$ cat src/rtl/core/ppu_pkg.sv
// ----------------------------------------------------------------------------
// ppu_pkg
// shared widths, codes and payload types of the particle pool update block
// ----------------------------------------------------------------------------
package ppu_pkg;

    localparam int unsigned POOL_SIZE_DEF = 1024;

    localparam int SLOT_W    = 10;
    localparam int VAL_W     = 16;
    localparam int COUNT_W   = 11;
    localparam int KIND_W    = 2;
    localparam int CFG_IDX_W = 2;
    localparam int SPIN_SHIFT = 8;

    // item kinds
    localparam logic [KIND_W-1:0] KIND_SPAWN = 2'd0;
    localparam logic [KIND_W-1:0] KIND_TICK  = 2'd1;
    localparam logic [KIND_W-1:0] KIND_READ  = 2'd2;

    // register indexes
    localparam logic [CFG_IDX_W-1:0] REG_DRAG_FACTOR = 2'd0;
    localparam logic [CFG_IDX_W-1:0] REG_SCALE_DECAY = 2'd1;

    localparam logic [VAL_W-1:0] DRAG_RESET  = 16'hFFFF;
    localparam logic [VAL_W-1:0] DECAY_RESET = 16'hFFFF;

    typedef struct packed {
        logic [KIND_W-1:0]       kind;
        logic [SLOT_W-1:0]       slot;
        logic signed [VAL_W-1:0] start_x;
        logic signed [VAL_W-1:0] start_y;
        logic [VAL_W-1:0]        start_angle;
        logic [VAL_W-1:0]        start_scale;
        logic signed [VAL_W-1:0] vel_x;
        logic signed [VAL_W-1:0] vel_y;
        logic signed [VAL_W-1:0] spin_rate;
        logic [VAL_W-1:0]        life_time;
        logic [VAL_W-1:0]        time_step;
    } t_item;

    typedef struct packed {
        logic signed [VAL_W-1:0] pos_x;
        logic signed [VAL_W-1:0] pos_y;
        logic [VAL_W-1:0]        angle;
        logic [VAL_W-1:0]        scale;
        logic                    is_alive;
        logic [COUNT_W-1:0]      alive_count;
        logic [SLOT_W-1:0]       last_alive_index;
    } t_result;

    // one pool entry as held in the store
    typedef struct packed {
        logic [VAL_W-1:0] x;
        logic [VAL_W-1:0] y;
        logic [VAL_W-1:0] angle;
        logic [VAL_W-1:0] scale;
        logic [VAL_W-1:0] vx;
        logic [VAL_W-1:0] vy;
        logic [VAL_W-1:0] spin;
        logic [VAL_W-1:0] life;
        logic             alive;
    } t_slot;

endpackage

$ cat src/rtl/core/ppu_advance.sv
// ----------------------------------------------------------------------------
// ppu_advance
// one-stage slot update: motion, spin, drag, lifetime and size decay
// ----------------------------------------------------------------------------
module ppu_advance (
    input  logic                         i_clk,
    input  logic                         i_rst_n,
    input  logic                         i_valid,
    input  logic [ppu_pkg::SLOT_W-1:0]   i_idx,
    input  ppu_pkg::t_slot               i_slot,
    input  logic [ppu_pkg::VAL_W-1:0]    i_dt,
    input  logic [ppu_pkg::VAL_W-1:0]    i_drag,
    input  logic [ppu_pkg::VAL_W-1:0]    i_decay,
    output logic                         o_valid,
    output logic [ppu_pkg::SLOT_W-1:0]   o_idx,
    output ppu_pkg::t_slot               o_slot
);
    import ppu_pkg::*;

    logic signed [2*VAL_W:0] p_spin;
    logic signed [2*VAL_W:0] p_vx;
    logic signed [2*VAL_W:0] p_vy;
    logic [2*VAL_W-1:0]      p_scale;
    logic [VAL_W-1:0]        n_life;

    logic              r_valid;
    logic [SLOT_W-1:0] r_idx;
    logic [VAL_W-1:0]  r_x;
    logic [VAL_W-1:0]  r_y;
    logic [VAL_W-1:0]  r_angle;
    logic [VAL_W-1:0]  r_spin_d;
    logic [VAL_W-1:0]  r_spin;
    logic [VAL_W-1:0]  r_vx;
    logic [VAL_W-1:0]  r_vy;
    logic [VAL_W-1:0]  r_scale;
    logic [VAL_W-1:0]  r_life;

    // signed by unsigned products, floor by taking the upper bits
    assign p_spin  = $signed(i_slot.spin) * $signed({1'b0, i_dt});
    assign p_vx    = $signed(i_slot.vx) * $signed({1'b0, i_drag});
    assign p_vy    = $signed(i_slot.vy) * $signed({1'b0, i_drag});
    assign p_scale = i_slot.scale * i_decay;
    assign n_life  = (i_slot.life > i_dt) ? i_slot.life - i_dt : '0;

    always_ff @(posedge i_clk) begin
        if (!i_rst_n) begin
            r_valid <= 1'b0;
        end else begin
            r_valid <= i_valid;
        end
        r_idx    <= i_idx;
        r_x      <= i_slot.x + i_slot.vx;
        r_y      <= i_slot.y + i_slot.vy;
        r_angle  <= i_slot.angle;
        r_spin_d <= p_spin[VAL_W+SPIN_SHIFT-1:SPIN_SHIFT];
        r_spin   <= i_slot.spin;
        r_vx     <= p_vx[2*VAL_W-1:VAL_W];
        r_vy     <= p_vy[2*VAL_W-1:VAL_W];
        r_scale  <= p_scale[2*VAL_W-1:VAL_W];
        r_life   <= n_life;
    end

    always_comb begin
        o_valid        = r_valid;
        o_idx          = r_idx;
        o_slot.x       = r_x;
        o_slot.y       = r_y;
        o_slot.angle   = r_angle + r_spin_d;
        o_slot.vx      = r_vx;
        o_slot.vy      = r_vy;
        o_slot.spin    = r_spin;
        o_slot.life    = r_life;
        o_slot.alive   = (r_life != '0);
        o_slot.scale   = (r_life != '0) ? r_scale : '0;
    end

endmodule

$ cat config.mk
export PLATFORM = sky130hd
export DESIGN_NAME = ppu_advance
export DESIGN_NICKNAME = d
export VERILOG_FILES = /design/src/rtl/core/ppu_pkg.sv /design/src/rtl/core/ppu_advance.sv
export SDC_FILE = /design/constraint.sdc
export NUM_CORES = 2
export LEC_CHECK = 0
export BUFFER_PORTS_ARGS = -buffer_cell sky130_fd_sc_hd__buf_2
export CAP_MARGIN = 20
export CELL_PAD_IN_SITES_DETAIL_PLACEMENT = 0
export CELL_PAD_IN_SITES_GLOBAL_PLACEMENT = 1
export CORE_MARGIN = 2
export CORE_UTILIZATION = 52
export CTS_CLUSTER_DIAMETER = 30
export DETAILED_ROUTE_END_ITERATION = 8
export GPL_ROUTABILITY_DRIVEN = 0
export PLACE_DENSITY = 0.88
export SLEW_MARGIN = 20
export SYNTH_ARGS = -nofsm -noshare
export SYNTH_HDL_FRONTEND = slang
export SYNTH_SLANG_ARGS = --single-unit
$ cat constraint.sdc
create_clock -name i_clk -period 20.9 [get_ports i_clk]
set_input_delay 4.18 -clock i_clk [delete_from_list [all_inputs] [get_ports i_clk]]
set_output_delay 4.18 -clock i_clk [all_outputs]
set_load 0.005 [all_outputs]
==> results by group <==
Hold path
  • Hold crit path type: in2reg

Critical path
  • CP Data Required Time: 21.26 ns
  • Crit path launch type: input pin
  • CP Data Arrival Time: 10.70 ns
  • Worst setup path class: in2reg
  • Setup crit end kind: register
  • Crit Path Max Fanout: 32

Global routing
  • First-pass GRT wire length: 148,000 um
  • Overflow after GRT: 0
  • Vias in the first global route: 29,600
  • Initial antenna violation count: 3
  • Total Routing Usage GR: 25.4%
  • Largest net degree at the start of global routing: 33

Placed design
  • Port-buffer cells: 328
  • Dpl hpwl: 68,300 um
  • DP Area: 39,200 um^2

Cells and area
  • Final nets: 5,710
  • Number of fillers in the final layout: 6,532
  • Layout cell share with drive strength beyond 1: 8.69%
  • Area grow syn2layout: 7.87%
  • Design area: 39,800 um^2

Drt
  • Initial DRC Count: 1,239
  • DR vias: 27,300
  • Vias per cell: 5.19
  • TritonRoute pass-1 iters: 5
  • Final wirelength: 87,600 um
  • Drt wl/cell: 16.7 um
  • DRC Markers: 0
  • Post-route ant nets: 0

Die
  • Total Die Area: 73,200 um^2
  • Die Wd: 271 um
  • Ports: 330
  • Rows: 97
  • Core Region: 70,100 um^2
  • Die Y: 271 um
  • Initial core utilization: 52.7%

Logic synthesis
  • Synthesized instance count: 4,097
  • Sequential share of the synthesized area: 8.40%
  • Post-synth top flop: dfxtp_1
  • EDFF count, synth: 0
  • Synth cell types: 59
  • Syn Nets: 5,505
  • #FFs+latches synth: 155
  • Largest cells by area after synthesis: fa_1, ha_1, inv_1
  • Asr flop ratio synth: 0%
  • Top-area cell type share of the netlist area: 40.7%
  • Post-synthesis cell area: 36,900 um^2
  • Yosys top cell by area: fa_1
  • Syn. warnings: 0
  • Synthesized area per cell: 9.02 um^2

STA
  • RSZ-0062 raised after global routing: false
  • Hold WS: 3.79 ns
  • Final setup violation count: 0
  • F_max: 96.7 MHz
  • Slew margin rel.: 35.5%
  • Actual slew at the worst max-slew pin: 0.958 ns
  • Setup tns final: 0 ns
  • Min Tclk post-route: 10.34 ns
  • Final Hold Viols: 0
  • Slew Limit Fails: 0
  • Fin crit share: 49.5%

Power and ir drop
  • Power per cell area: 148 nW/um^2
  • Peak supply drop: 0.209 mV
  • LEAKAGE: 21.2 nW

Clock tree
  • Post-CTS setup buffer count: 0
  • CTS buffer count: 17
  • Total clock sinks: 155
  • Root Driver: clkbuf_16
  • Post-CTS sizing: 0
  • Max clock buf depth: 2
  • # H-tree levels: 4
  • CTS tree: built
  • CTS clk-pin slew, worst paths: 0.08 ns
  • Post-CTS Hold Buffers: 0

Status
  • Outcome: finished, final reports clean

Run
  • Max Cap Viol: 0
==> where the power goes <==
part | leakage (nW) | switching [mW] | internal, mW
registers | 1.31 | 0.0327 | 0.460
clock network | 0.286 | 0.172 | 0.161
logic | 19.6 | 2.83 | 2.25
==> per-layer routing <==
| layer | vias to the layer above | GRT usage [%] | share of wire, % |
|---|---|---|---|
| li1 | 12500 | - | - |
| met1 | 13800 | 32.0 | 41 |
| met2 | 768 | 44.3 | 50 |
| met3 | 168 | 4.04 | 5.7 |
| met4 | 2 | 8.74 | 3.3 |
| met5 | - | 0 | 0.0091 |
==> worst paths after layout <==
path / slack [ns] / cells past startpoint / endpoint / startpoint
max: 10.56 / 25 / r_vy[15] / i_drag[7]
min: 3.79 / 1 / o_idx[7] / i_idx[7]
==> logic make-up (layout without fill, tap and decap cells) <==
group                    after synthesis  in the layout  share of synthesized area, %
AO/OA/AOI/OAI                        224            224                          4.05
XOR/XNOR                             123            123                          2.92
adder cells (fa/ha/maj)             1218           1218                          56.5
buffers and inverters               1126           1344                          11.4
flip-flops                           155            155                          8.40
other                                  0              2                             0
AND/OR/NAND/NOR                     1251           1251                          16.7
==> cells in the final DEF, fill, tap and decap left out, types with 3 or more instances in the layout <==
master | Yosys | final
ha_1 | 467 | 467
dfxtp_1 | 155 | 155
a311oi_1 | 8 | 8
clkinv_4 | 0 | 3
nand2_1 | 523 | 523
o21a_1 | 17 | 17
a211oi_1 | 5 | 5
nand4_1 | 10 | 10
buf_2 | 1 | 328
nor2b_1 | 14 | 14
inv_8 | 0 | 3
and2_1 | 479 | 479
clkinv_8 | 0 | 6
xor2_1 | 31 | 31
fa_1 | 751 | 751
nor3_1 | 32 | 32
a31oi_1 | 5 | 5
nand3_1 | 20 | 20
or3_1 | 4 | 4
nor4_1 | 4 | 4
inv_1 | 980 | 980
a21oi_1 | 59 | 59
a21boi_0 | 12 | 12
o41ai_2 | 3 | 3
buf_4 | 0 | 3
clkbuf_16 | 0 | 17
nor2_1 | 122 | 122
a21o_1 | 31 | 31
and3_1 | 11 | 11
o21ai_1 | 11 | 11
and4_1 | 5 | 5
xnor2_1 | 92 | 92
o41ai_1 | 3 | 3
o21bai_1 | 4 | 4
o21ai_0 | 38 | 38
nand2b_1 | 22 | 22
o2111ai_1 | 4 | 4
==> through the flow <==
| step | power (mW) | cells | utilization (%) | setup WS, ns |
|---|---|---|---|---|
| 3_5_place_dp | 5.59 | 5223 | 55.9 | 10.12 |
| 5_1_grt | 6.73 | 5257 | 56.8 | 10.16 |
| 6_report | 5.90 | 5257 | 56.8 | 10.56 |
| 2_1_floorplan | 4.32 | 4097 | - | 11.05 |
| 3_3_place_gp | 5.52 | 5223 | 55.9 | 10.17 |
| 4_1_cts | 5.99 | 5255 | 56.8 | 10.61 |
==> cell usage after synthesis (2+ instances only) <==
| library cell | count |
|---|---|
| inv_1 | 980 |
| fa_1 | 751 |
| nand2_1 | 523 |
| and2_1 | 479 |
| ha_1 | 467 |
| dfxtp_1 | 155 |
| clkbuf_1 | 143 |
| nor2_1 | 122 |
| xnor2_1 | 92 |
| a21oi_1 | 59 |
| o21ai_0 | 38 |
| nor3_1 | 32 |
| a21o_1 | 31 |
| xor2_1 | 31 |
| nand2b_1 | 22 |
| nand3_1 | 20 |
| o21a_1 | 17 |
| nor2b_1 | 14 |
| a21boi_0 | 12 |
| and3_1 | 11 |
| o21ai_1 | 11 |
| nand4_1 | 10 |
| a311oi_1 | 8 |
| a211oi_1 | 5 |
| a31oi_1 | 5 |
| and4_1 | 5 |
| nor4_1 | 4 |
| o2111ai_1 | 4 |
| o21bai_1 | 4 |
| or3_1 | 4 |
| o41ai_1 | 3 |
| o41ai_2 | 3 |
| a21oi_2 | 2 |
| a31o_2 | 2 |
| o211ai_1 | 2 |
| o41a_1 | 2 |
| or2_1 | 2 |
==> flip-flops by register name, summed over array words and instances (netlist names), 16 cells and up <==
register / cells
r_spin_d: 16
r_spin: 16
r_angle: 16
r_life: 16
r_scale: 16
r_x: 16
r_vy: 16
r_y: 16
r_vx: 16
==> cell type report <==
class                      instances  area [um^2]  area share, %
clock buffer                      17          425           1.07
tap                              940         1180           2.95
timing repair buffer             331         1660           4.18
multi-input combinational       2816        29600           74.3
antenna                            2         5.00         0.0126
clock inverter                    15          181          0.455
inverter                         981         3680           9.24
sequential                       155         3100           7.79
==> worst max-delay path, stage by stage <==
cell	delay, ns
buf_2	0.60
nand2_1	0.17
fa_1	0.57
inv_1	0.05
fa_1	0.51
inv_1	0.06
fa_1	0.53
inv_1	0.05
fa_1	0.45
fa_1	0.49
inv_1	0.05
fa_1	0.50
inv_1	0.05
ha_1	0.27
and4_1	0.22
and4_1	0.21
o2111ai_1	0.14
a31oi_2	0.37
a21oi_1	0.16
o31a_1	0.38
o21ai_1	0.15
a21o_1	0.16
a21o_1	0.15
a21oi_1	0.09
xnor2_1	0.12
Power figures use the tool's default switching activity.
